<file path="src/spi_pkg.sv">
package spi_pkg;

  // Fixed field widths of one snapshot.
  localparam int TIME_W = 32;
  localparam int POS_W  = 16;
  localparam int TAG_W  = 8;

  // Command codes carried in the request.
  localparam logic CMD_ADD  = 1'b0;
  localparam logic CMD_TICK = 1'b1;

  typedef struct packed {
    logic [TIME_W-1:0] stamp;
    logic [POS_W-1:0]  x;
    logic [POS_W-1:0]  y;
    logic [TAG_W-1:0]  tag;
  } snap_t;

  typedef enum logic [1:0] {
    CELL_HOLD,
    CELL_SHIFT,
    CELL_INSERT
  } cell_op_t;

  // Control shared by every cell of the buffer chain.
  typedef struct packed {
    cell_op_t op;
    snap_t    fresh;
  } cell_ctl_t;

  typedef enum logic [2:0] {
    S_IDLE,
    S_ADD_DROP,
    S_ADD_INS,
    S_TICK_DROP,
    S_TICK_EVAL,
    S_DIV,
    S_MUL,
    S_EMIT
  } seq_state_t;

endpackage

</file>
<file path="src/spi_cell.sv">
module spi_cell
  import spi_pkg::*;
(
  input  logic      clk,
  input  cell_ctl_t ctl,
  input  logic      occupied,
  input  logic      left_keep,
  input  snap_t     left_snap,
  input  snap_t     right_snap,
  output logic      keep,
  output snap_t     snap
);

  snap_t snap_r;
  snap_t snap_nxt;

  // An occupied entry not later than the new stamp stays where it is.
  assign keep = occupied && (snap_r.stamp <= ctl.fresh.stamp);

  // Drop moves everything one place toward the head; insert opens a gap.
  always_comb begin
    snap_nxt = snap_r;
    case (ctl.op)
      CELL_SHIFT: begin
        snap_nxt = right_snap;
      end
      CELL_INSERT: begin
        if (!keep) begin
          if (left_keep) begin
            snap_nxt = ctl.fresh;
          end else begin
            snap_nxt = left_snap;
          end
        end
      end
      default: begin
        snap_nxt = snap_r;
      end
    endcase
  end

  always_ff @(posedge clk) begin
    snap_r <= snap_nxt;
  end

  assign snap = snap_r;

endmodule

</file>
<file path="src/spi_div.sv">
module spi_div
  import spi_pkg::*;
#(
  parameter int FRAC_BITS = 16
) (
  input  logic              clk,
  input  logic              rst_n,
  input  logic              start,
  input  logic [TIME_W-1:0] since,
  input  logic [TIME_W-1:0] dur,
  output logic              done,
  output logic [FRAC_BITS:0] quot
);

  localparam int STEPS = FRAC_BITS + 1;
  localparam int CNT_W = $clog2(STEPS + 1);

  logic              busy_r, busy_nxt;
  logic              done_r, done_nxt;
  logic [CNT_W-1:0]  cnt_r, cnt_nxt;
  logic [TIME_W:0]   rem_r, rem_nxt;
  logic [TIME_W-1:0] dur_r, dur_nxt;
  logic [FRAC_BITS:0] q_r, q_nxt;
  logic              fits;
  logic [TIME_W:0]   diff;

  // One restoring quotient bit per cycle, integer bit first.
  assign fits = rem_r >= {1'b0, dur_r};
  assign diff = rem_r - {1'b0, dur_r};

  always_comb begin
    busy_nxt = busy_r;
    done_nxt = 1'b0;
    cnt_nxt  = cnt_r;
    rem_nxt  = rem_r;
    dur_nxt  = dur_r;
    q_nxt    = q_r;
    if (start) begin
      busy_nxt = 1'b1;
      cnt_nxt  = CNT_W'(STEPS);
      rem_nxt  = {1'b0, since};
      dur_nxt  = dur;
      q_nxt    = '0;
    end else if (busy_r) begin
      q_nxt   = {q_r[FRAC_BITS-1:0], fits};
      rem_nxt = fits ? {diff[TIME_W-1:0], 1'b0} : {rem_r[TIME_W-1:0], 1'b0};
      cnt_nxt = cnt_r - CNT_W'(1);
      if (cnt_r == CNT_W'(1)) begin
        busy_nxt = 1'b0;
        done_nxt = 1'b1;
      end
    end
  end

  always_ff @(posedge clk) begin
    if (!rst_n) begin
      busy_r <= 1'b0;
      done_r <= 1'b0;
      cnt_r  <= '0;
    end else begin
      busy_r <= busy_nxt;
      done_r <= done_nxt;
      cnt_r  <= cnt_nxt;
    end
  end

  always_ff @(posedge clk) begin
    rem_r <= rem_nxt;
    dur_r <= dur_nxt;
    q_r   <= q_nxt;
  end

  assign done = done_r;
  assign quot = q_r;

endmodule

</file>
<file path="src/snapshot_position_interpolator.sv">
// Snapshot position interpolator.
// Input channel (in_valid / in_stall): in_cmd selects add (store a snapshot
// in_stamp, in_pos_x, in_pos_y, in_tag) or tick (interpolate at in_now).
// Result channel (out_valid / out_stall): out_x, out_y, out_tag, out_held,
// one result per tick that finds two or more snapshots after its head drop.
// Snapshots live in a row of DEPTH cells kept sorted by stamp; each cell
// moves its entry to a neighbor on a drop or an insert.
// One request is worked on at a time and in_stall is high while it is busy.
// An add is an insert, preceded by a drop of the head when the buffer is full.
// A tick with fewer than two snapshots ends without leaving idle. Otherwise
// a tick drops the head if the second stamp is before in_now, then
// evaluates; if two snapshots remain it runs the serial fraction divider,
// a multiply step and a step into the output register; a held position
// skips the divider.
// The output register frees the input side: a new request is accepted while
// a result waits. A stalled receiver holds the result, and a following tick
// waits in its last cycle until the output register is free.
// Reset empties the buffer and clears the result valid; no clearing pass.
module snapshot_position_interpolator
  import spi_pkg::*;
#(
  parameter int DEPTH     = 8,
  parameter int FRAC_BITS = 16
) (
  input  logic                    clk,
  input  logic                    rst_n,
  input  logic                    in_valid,
  output logic                    in_stall,
  input  logic                    in_cmd,
  input  logic [TIME_W-1:0]       in_stamp,
  input  logic signed [POS_W-1:0] in_pos_x,
  input  logic signed [POS_W-1:0] in_pos_y,
  input  logic [TAG_W-1:0]        in_tag,
  input  logic [TIME_W-1:0]       in_now,
  output logic                    out_valid,
  input  logic                    out_stall,
  output logic signed [POS_W-1:0] out_x,
  output logic signed [POS_W-1:0] out_y,
  output logic [TAG_W-1:0]        out_tag,
  output logic                    out_held
);

  localparam int FILL_W = $clog2(DEPTH + 1);
  localparam int FRAC_W = FRAC_BITS + 1;
  localparam int PROD_W = POS_W + FRAC_W;
  localparam int SUM_W  = POS_W + 2;

  seq_state_t state_r, state_nxt;
  logic [FILL_W-1:0] fill_r, fill_nxt;
  snap_t             req_r, req_nxt;
  logic              cmd_r, cmd_nxt;
  logic [TIME_W-1:0] now_r, now_nxt;
  logic              held_r, held_nxt;
  logic [FRAC_W-1:0] frac_r, frac_nxt;
  logic [PROD_W-1:0] prod_x_r, prod_y_r;
  logic              neg_x_r, neg_y_r;
  logic              out_valid_r, out_valid_nxt;
  logic [POS_W-1:0]  out_x_r, out_y_r;
  logic [TAG_W-1:0]  out_tag_r;
  logic              out_held_r;

  cell_ctl_t ctl;
  snap_t     cell_snap [DEPTH];
  logic      cell_keep [DEPTH];

  // Row of buffer cells, head at index zero.
  for (genvar i = 0; i < DEPTH; i++) begin : g_cell
    snap_t l_snap;
    snap_t r_snap;
    logic  l_keep;
    logic  occ;
    if (i == 0) begin : g_head
      assign l_snap = ctl.fresh;
      assign l_keep = 1'b1;
    end else begin : g_body
      assign l_snap = cell_snap[i-1];
      assign l_keep = cell_keep[i-1];
    end
    if (i == DEPTH - 1) begin : g_tail
      assign r_snap = cell_snap[i];
    end else begin : g_next
      assign r_snap = cell_snap[i+1];
    end
    assign occ = fill_r > FILL_W'(i);
    spi_cell u_cell (
      .clk        (clk),
      .ctl        (ctl),
      .occupied   (occ),
      .left_keep  (l_keep),
      .left_snap  (l_snap),
      .right_snap (r_snap),
      .keep       (cell_keep[i]),
      .snap       (cell_snap[i])
    );
  end

  // Values of the two oldest snapshots.
  logic [TIME_W-1:0] t0, t1;
  logic [POS_W-1:0]  x0, x1, y0, y1;
  assign t0 = cell_snap[0].stamp;
  assign t1 = cell_snap[1].stamp;
  assign x0 = cell_snap[0].x;
  assign x1 = cell_snap[1].x;
  assign y0 = cell_snap[0].y;
  assign y1 = cell_snap[1].y;

  // Fraction divider operands.
  logic              div_start, div_done;
  logic [TIME_W-1:0] since_c, dur_c;
  logic [FRAC_W-1:0] div_quot;
  logic              held_c;
  logic              two_plus;

  assign two_plus = fill_r >= FILL_W'(2);
  assign held_c   = (now_r > t1) || (t1 == t0);
  assign since_c  = (now_r > t0) ? (now_r - t0) : '0;
  assign dur_c    = t1 - t0;

  spi_div #(
    .FRAC_BITS (FRAC_BITS)
  ) u_div (
    .clk   (clk),
    .rst_n (rst_n),
    .start (div_start),
    .since (since_c),
    .dur   (dur_c),
    .done  (div_done),
    .quot  (div_quot)
  );

  // Differences and magnitudes for the multiply cycle.
  logic [POS_W:0]   dx, dy;
  logic [POS_W:0]   mag_x_w, mag_y_w;
  assign dx      = {x1[POS_W-1], x1} - {x0[POS_W-1], x0};
  assign dy      = {y1[POS_W-1], y1} - {y0[POS_W-1], y0};
  assign mag_x_w = dx[POS_W] ? -dx : dx;
  assign mag_y_w = dy[POS_W] ? -dy : dy;

  // Scaled steps and final positions.
  logic [POS_W:0]   step_x, step_y;
  logic [SUM_W-1:0] sum_x, sum_y;
  assign step_x = prod_x_r[FRAC_BITS +: POS_W+1];
  assign step_y = prod_y_r[FRAC_BITS +: POS_W+1];
  assign sum_x  = {{2{x0[POS_W-1]}}, x0}
                + (neg_x_r ? -{1'b0, step_x} : {1'b0, step_x});
  assign sum_y  = {{2{y0[POS_W-1]}}, y0}
                + (neg_y_r ? -{1'b0, step_y} : {1'b0, step_y});

  logic out_free;
  assign out_free = !out_valid_r || !out_stall;

  // Request sequencer.
  always_comb begin
    state_nxt     = state_r;
    fill_nxt      = fill_r;
    req_nxt       = req_r;
    cmd_nxt       = cmd_r;
    now_nxt       = now_r;
    held_nxt      = held_r;
    frac_nxt      = frac_r;
    ctl.op        = CELL_HOLD;
    ctl.fresh     = req_r;
    div_start     = 1'b0;
    out_valid_nxt = out_valid_r && out_stall;
    case (state_r)
      S_IDLE: begin
        if (in_valid) begin
          req_nxt.stamp = in_stamp;
          req_nxt.x     = in_pos_x;
          req_nxt.y     = in_pos_y;
          req_nxt.tag   = in_tag;
          cmd_nxt       = in_cmd;
          now_nxt       = in_now;
          if (in_cmd == CMD_ADD) begin
            state_nxt = (fill_r == FILL_W'(DEPTH)) ? S_ADD_DROP : S_ADD_INS;
          end else if (two_plus) begin
            state_nxt = S_TICK_DROP;
          end
        end
      end
      S_ADD_DROP: begin
        ctl.op    = CELL_SHIFT;
        fill_nxt  = fill_r - FILL_W'(1);
        state_nxt = S_ADD_INS;
      end
      S_ADD_INS: begin
        ctl.op    = CELL_INSERT;
        fill_nxt  = fill_r + FILL_W'(1);
        state_nxt = S_IDLE;
      end
      S_TICK_DROP: begin
        if (t1 < now_r) begin
          ctl.op   = CELL_SHIFT;
          fill_nxt = fill_r - FILL_W'(1);
        end
        state_nxt = S_TICK_EVAL;
      end
      S_TICK_EVAL: begin
        if (!two_plus) begin
          state_nxt = S_IDLE;
        end else if (held_c) begin
          held_nxt  = 1'b1;
          frac_nxt  = FRAC_W'(1) << FRAC_BITS;
          state_nxt = S_MUL;
        end else begin
          held_nxt  = 1'b0;
          div_start = 1'b1;
          state_nxt = S_DIV;
        end
      end
      S_DIV: begin
        if (div_done) begin
          frac_nxt  = div_quot;
          state_nxt = S_MUL;
        end
      end
      S_MUL: begin
        state_nxt = S_EMIT;
      end
      S_EMIT: begin
        if (out_free) begin
          out_valid_nxt = 1'b1;
          state_nxt     = S_IDLE;
        end
      end
      default: begin
        state_nxt = S_IDLE;
      end
    endcase
  end

  always_ff @(posedge clk) begin
    if (!rst_n) begin
      state_r     <= S_IDLE;
      fill_r      <= '0;
      out_valid_r <= 1'b0;
    end else begin
      state_r     <= state_nxt;
      fill_r      <= fill_nxt;
      out_valid_r <= out_valid_nxt;
    end
  end

  // Request, fraction and product registers.
  always_ff @(posedge clk) begin
    req_r  <= req_nxt;
    cmd_r  <= cmd_nxt;
    now_r  <= now_nxt;
    held_r <= held_nxt;
    frac_r <= frac_nxt;
    if (state_r == S_MUL) begin
      prod_x_r <= PROD_W'(mag_x_w[POS_W-1:0]) * PROD_W'(frac_r);
      prod_y_r <= PROD_W'(mag_y_w[POS_W-1:0]) * PROD_W'(frac_r);
      neg_x_r  <= dx[POS_W];
      neg_y_r  <= dy[POS_W];
    end
  end

  // Output register.
  always_ff @(posedge clk) begin
    if (state_r == S_EMIT && out_free) begin
      out_x_r    <= sum_x[POS_W-1:0];
      out_y_r    <= sum_y[POS_W-1:0];
      out_tag_r  <= cell_snap[1].tag;
      out_held_r <= held_r;
    end
  end

  assign in_stall  = state_r != S_IDLE;
  assign out_valid = out_valid_r;
  assign out_x     = out_x_r;
  assign out_y     = out_y_r;
  assign out_tag   = out_tag_r;
  assign out_held  = out_held_r;

  // The buffer never holds more entries than it has cells.
  assert property (@(posedge clk) disable iff (!rst_n)
    fill_r <= FILL_W'(DEPTH))
    else $error("fill count exceeds buffer depth");

  // The two oldest snapshots are in stamp order when a tick evaluates.
  assert property (@(posedge clk) disable iff (!rst_n)
    (state_r == S_TICK_EVAL && two_plus) |-> (t0 <= t1))
    else $error("snapshot buffer out of order");

  // A result becomes valid only from the emit step.
  assert property (@(posedge clk) disable iff (!rst_n)
    $rose(out_valid_r) |-> $past(state_r == S_EMIT))
    else $error("result valid without emit");

  // The divider finishes only while the sequencer waits for it.
  assert property (@(posedge clk) disable iff (!rst_n)
    div_done |-> (state_r == S_DIV))
    else $error("divider done outside divide step");

  // Only a tick request reaches the divider.
  assert property (@(posedge clk) disable iff (!rst_n)
    div_start |-> (cmd_r == CMD_TICK))
    else $error("divider started by an add request");

endmodule
</file>
<file path="config.mk">
export PLATFORM = sky130hd
export DESIGN_NAME = snapshot_position_interpolator
export DESIGN_NICKNAME = d
export VERILOG_FILES = /design/src/spi_pkg.sv /design/src/spi_cell.sv /design/src/spi_div.sv /design/src/snapshot_position_interpolator.sv
export SDC_FILE = /design/constraint.sdc
export NUM_CORES = 2
export LEC_CHECK = 0
export BUFFER_PORTS_ARGS = -buffer_cell sky130_fd_sc_hd__buf_2
export CAP_MARGIN = 20
export CORE_MARGIN = 1.5
export CORE_UTILIZATION = 50
export CTS_CLUSTER_SIZE = 24
export DETAILED_ROUTE_END_ITERATION = 8
export GPL_TIMING_DRIVEN = 0
export PLACE_DENSITY_LB_ADDON = 0.1
export SLEW_MARGIN = 20
export SYNTH_ARGS = -nofsm -noshare
export SYNTH_HDL_FRONTEND = slang
export SYNTH_SLANG_ARGS = --single-unit
</file>
<file path="constraint.sdc">
create_clock -name clk -period 13.06 [get_ports clk]
set_input_delay 2.612 -clock clk [delete_from_list [all_inputs] [get_ports clk]]
set_output_delay 2.612 -clock clk [all_outputs]
set_load 0.01 [all_outputs]
</file>
# --- After elaboration in Yosys (flattened, before gate mapping) ---
# Cells that the tools add are included.
word_totals:
  regBits: 902
classes:
  add_sub_neg: 14
  n_mul: 2
  order_cmp: 21
  eq_ne: 26
  mux: 58
  bitwise_logic: 3
  n_reduce_logical: 35
ops:
  columns: ["operator", "n"]
  rows:
  - ["$mux 72", 14]
  - ["$pmux 72 s2", 7]
  - ["$le 32x32->1", 8]
  - ["$mux 32", 3]
  - ["$sub 32x32->32", 3]
  - ["$gt 32x32->1", 2]
  - ["$mul 16x17->32", 2]
  - ["$mux 16", 4]
  - ["$neg 16->16", 4]
  - ["$mux 17", 3]
  - ["$pmux 17 s2", 1]
  - ["$sub 16x16->17", 2]
  - ["$ge 33x32->1", 1]
  - ["$mux 33", 1]
  - ["$add 16x16->16", 2]
  - ["$eq 32x32->1", 1]
  - ["$lt 32x32->1", 1]
  - ["$ne 2x2->1 const B", 12]
  - ["$pmux 3 s8", 1]
  - ["$reduce_and 2->1", 11]
  - ["$mux 3", 6]
  - ["$gt 4x3->1 const B", 4]
  - ["$eq 3x3->1 const B", 4]
  - ["$pmux 4 s3", 1]
  - ["other kinds (29)", 61]

# --- Depth between registers and ports, before layout ---
logic_depth:
  depth_word: 6
  depth_mapped: 39

# --- Cells and area by module ---
# From an unflattened synthesis, not the netlist that was laid out.
hier_totals:
  hier_cells: 7504
  area_unflattened_um2: 74008.5
modules_own_cells:
  columns: ["mod", "n_inst", "cells_per_inst", "area_per_inst_um2", "seq_area_each_um2"]
  rows:
  - ["spi_cell", 8, 434, 4556.9, 2162.1]
  - ["snapshot_position_interpolator", 1, 3503, 32095.8, 6075.8]
  - ["spi_div", 1, 529, 5457.7, 2422.3]

# --- Worst setup path after synthesis ---
# No wires, ideal clock.
synth_timing:
  path_type: "register to register"
  start: "register g_cell[1].u_cell.snap_r (netlist bit g_cell[1].u_cell.snap[31])"
  end: "register prod_x_r[31], data pin"
  setup_time_ns: 0.260
  t_arrival_ns: 9.017
  required_ns: 12.800
  slack_ns: 3.783
  stages_incl_launch_ff: 38
  synth_period_minus_slack_ns: 9.277
  cell_sequence: "edfxtp_1 -> ha_1 -> a21o_1 -> or3_1 -> o211ai_1 -> a21oi_1 -> nor2b_1 -> o31a_1 -> inv_1 -> clkbuf_1 -> o21ai_0 -> xnor2_1 -> clkbuf_1 -> nand2_1 -> fa_1 -> inv_1 -> fa_1 -> inv_1 -> (+2 left out) -> fa_1 -> fa_1 -> inv_1 -> fa_1 -> inv_1 -> ha_1 -> nand2_1 -> nor3_1 -> nand4_1 -> or2_2 -> a41oi_1 -> a2111oi_0 -> nor4b_1 -> o31a_1 -> o21ai_0 -> nand2b_1 -> a31oi_1 -> xnor2_1"
synth_via:
  word_cells_on_any_way: 4
  classes_between: "add/sub (2); mul (1); mux (1)"
synth_rtl:
  columns: ["item", "line_no", "source"]
  rows:
  - ["start: declaration", "spi_cell.sv:14", "snap_t snap_r;"]
  - ["start signal: assignment", "spi_cell.sv:43", "snap_r <= snap_nxt;"]
  - ["$sub 16x16->17", "snapshot_position_interpolator.sv:134", "assign dx = {x1[POS_W-1], x1} - {x0[POS_W-1], x0};"]
  - ["net dx[16]", "snapshot_position_interpolator.sv:132", "logic [POS_W:0] dx, dy;"]
  - ["$mux 16", "snapshot_position_interpolator.sv:136", "assign mag_x_w = dx[POS_W] ? -dx : dx;"]
  - ["$mul 16x17->32", "snapshot_position_interpolator.sv:252", "prod_x_r <= PROD_W'(mag_x_w[POS_W-1:0]) * PROD_W'(frac_r);"]
  - ["end signal: assignment", "snapshot_position_interpolator.sv:252", null]
  - ["end: declaration", "snapshot_position_interpolator.sv:55", "logic [PROD_W-1:0] prod_x_r, prod_y_r;"]
# The timed path passes the listed nets, and every way through them passes these cells.
# A chain may end at the register's enable or synchronous reset.

# --- Final worst setup path ---
# Ends and elaborated chain as after synthesis.

==> impl_results.md <==
- Hold endpoint: out_held
- Max cap viols: 0
- Synthesized instance count: approximately 7,300
- Setup Skew: between 0.08 and 0.09 ns
- Post-CTS Setup Repair Bufs: 0
- Cts bufs inserted: 100
- CTS HTree Levels: 3
- Wirelength, routed: about 220 mm
- Final Hold Slack: around 0.42 ns
- RD Place Congestion: about 0.94
- TritonRoute pass-1 iters: 7
- Fin. Hold Viols: 0
- Vias in the first global route: 54,900
- Post-cts resize count: 0
- Largest stage delay, worst path: a little over 0.9 ns
- # rows: approximately 140
- Fin crit period: ~12 ns
- Initial core utilization: 50.4%
- R2R Path End: prod_x_r[31]
- Maximum net fanout on the critical path: 10
- Fill count: 12,600
- GRT Util Overall: 30.4%
- Leading cell type by number of instances after synthesis: nand2_1
- Synth unique cells: 82
- Slowest CP cell: xnor2_1
- Buf/Inv on CP: 6
- Min-Delay Path Depth: 0
- HP Start: held_r
- Slew of the pin with the lowest slew margin: between 1 and 1.5 ns
- CTS root buffer: clkbuf_16
- Crit path kind: flip-flop to flip-flop
- Initial antenna violation count: 10
- DR vias/cell: 5.89
- Final setup fails: 0
- CP delay by family, top: adder cells
- CTS Buffer Depth: 3
- Clk slew on worst S/H paths: 0.06 ns
- Full die area: around 150,000 sq um
- Worst setup SP type: flip-flop
- CTS tree: built
- Layout cells sized above 1: 5.95%
- Pins Over Slew Limit: 0
- Skew-Pair Late Insertion Delay: just under 0.8 ns
- Max Freq: about 84 MHz
- Drt first-iter violations: 5,737
- Ys Warns: 0
- Core area: around 140,000 sq um
- RSZ-0062 raised after global routing: no
- Slew Limit Headroom: 18.1%
- Area of the multi-input gates: between 40,000 and 50,000 sq um
- Outcome: completed
- Reg-to-Reg Start: g_cell[1].u_cell.snap[31]
- Overflow after GRT: 0
- Reg2reg setup slack: 1.10 ns
- Post-synth EDFFs: about 840
- Die Y: 381 um
- Fin crit share: between 90% and 100%
- Critical path data arrival time: ~12 ns
- IO buf count: roughly 150
- Synth area leader: edfxtp_1
- #FFs+latches synth: slightly below 900
- Clock Sinks: 870
- DRT antenna net count: 0
- Share of the synthesized area in the top cell type: roughly a third
- Die Width: between 300 and 400 um
- Async set-or-reset flop fraction in the synthesized netlist: 0%
- Synth Net Count: between 8,000 and 9,000
- # nets final: 8,805
- Register area: roughly 26,000 sq um
- Worst EP required: 13.51 ns
- Io pins: about 150
- Hold WC Path Type: flip-flop to flip-flop
- Hold buffers post-CTS: 0
- Ranking of synthesized cells by area: edfxtp_1, fa_1, ha_1
- Most used cell, CP: fa_1
- First-pass GRT wire length: between 300 and 400 mm
- Mean area per synthesized cell: slightly below 10 sq um
- DP HPWL: approximately 170 mm
- Largest net degree at the start of global routing: between 40 and 50
- DRC errors left: 0
- Vias: ~57,000
- Reg2reg path depth: 35
- Post-Syn Area: 71,500 sq um
- Average wire per standard cell: ~23 um
- Crit. End Element: flip-flop
- Most used DFF post-synth: edfxtp_1
- Post-synthesis sequential area ratio: between 30% and 40%
- Area Growth Syn to Fin: 10.3%
- Post-synth top cells: nand2_1, edfxtp_1, inv_1
sequential cells by signal, indices dropped and copies added (netlist names), 3 cells and up:
signal              flops
frac_r                 17
now_r                  32
prod_x_r               16
out_y                  16
u_div.cnt_r             5
fill_r                  4
u_div.dur_r            32
state_r                 3
prod_y_r               16
u_div.rem_r            33
out_tag                 8
out_x                  16
ctl                    72
u_div.quot             17
g_cell.u_cell.snap    576
cell usage in the layout, fill, tap and decap left out, drive strengths merged, types with 73 or more instances in the layout:
master,synthesis,final
a21o,147,147
a21oi,304,304
and2,190,190
buf,24,207
clkbuf,381,506
edfxtp,837,837
fa,419,419
ha,649,649
inv,755,757
mux2,73,73
mux2i,388,388
nand2,997,997
nand4,81,81
nor2,286,286
nor2b,84,84
nor3,414,414
o21ai,552,552
xnor2,156,156
routing by layer:
metal	vias to the layer above	track usage (%)	share of wire [%]
met5	-	0	0
li1	26000	-	-
met2	2486	46.0	43
met3	314	5.42	8.8
met1	27800	44.5	45
met4	0	8.63	2.8
layout make-up:
class / count / share of cell area (%)
multi-input combinational: 5312 / 52.7
tap: 1890 / 3.00
sequential: 870 / 32.7
timing repair buffer: 183 / 1.91
buffer: 405 / 1.95
clock buffer: 125 / 3.29
inverter: 756 / 3.60
clock inverter: 62 / 0.823
antenna: 7 / 0.0222
cell families (layout without fill, tap and decap cells):
logic type / after synthesis / after routing / synth area share [%]
mux: 461 / 461 / 6.58
simple gates: 2263 / 2263 / 14.6
flops: 870 / 870 / 36.1
compound gates: 1294 / 1294 / 10.8
fa+ha+maj: 1068 / 1068 / 23.1
xor+xnor: 226 / 226 / 2.78
buf+inv: 1161 / 1531 / 6.11
other cells: 0 / 7 / 0
worst max-delay path by stage:
stage | from | endpoint | slack (ns) | depth (start not counted)
4_1_cts | g_cell[0].u_cell.snap[31] | prod_x_r[31] | 1.04 | 38
3_5_place_dp | g_cell[0].u_cell.snap[31] | prod_x_r[31] | 1.17 | 38
6_report | g_cell[1].u_cell.snap[31] | prod_x_r[31] | 1.10 | 35
2_1_floorplan | g_cell[1].u_cell.snap[31] | prod_x_r[31] | 3.78 | 37
5_1_grt | g_cell[0].u_cell.snap[31] | prod_x_r[31] | 0.53 | 36
3_3_place_gp | ctl[41] | g_cell[2].u_cell.snap[40] | -1.05 | 16
stage by stage:
step | instance area (sq um) | setup TNS, ns | util, % | instances | setup slack [ns]
3_5_place_dp | 75600 | 0 | 53.3 | 9416 | 1.17
3_3_place_gp | 74600 | -148.84 | 52.6 | 9384 | -1.05
2_1_floorplan | 71500 | 0 | - | 7343 | 3.78
5_1_grt | 78900 | 0 | 55.6 | 9603 | 0.530
6_report | 78900 | 0 | 55.6 | 9610 | 1.10
4_1_cts | 78800 | 0 | 55.6 | 9603 | 1.04
worst reg2reg max path: cells and delay by family, from the launching register on:
| family | cells | cell delay [ns] |
|---|---|---|
| and+or+nand+nor | 9 | 2.68 |
| DFF | 1 | 0.45 |
| xor gates and xnor gates | 2 | 1.33 |
| AOI/OAI and AO/OA | 10 | 2.28 |
| buffers and inverters | 6 | 1.16 |
| adders and majority gates | 8 | 3.75 |
Power is not shown: default switching activity piles up to over one toggle a cycle in this logic, so the estimate is an artifact.
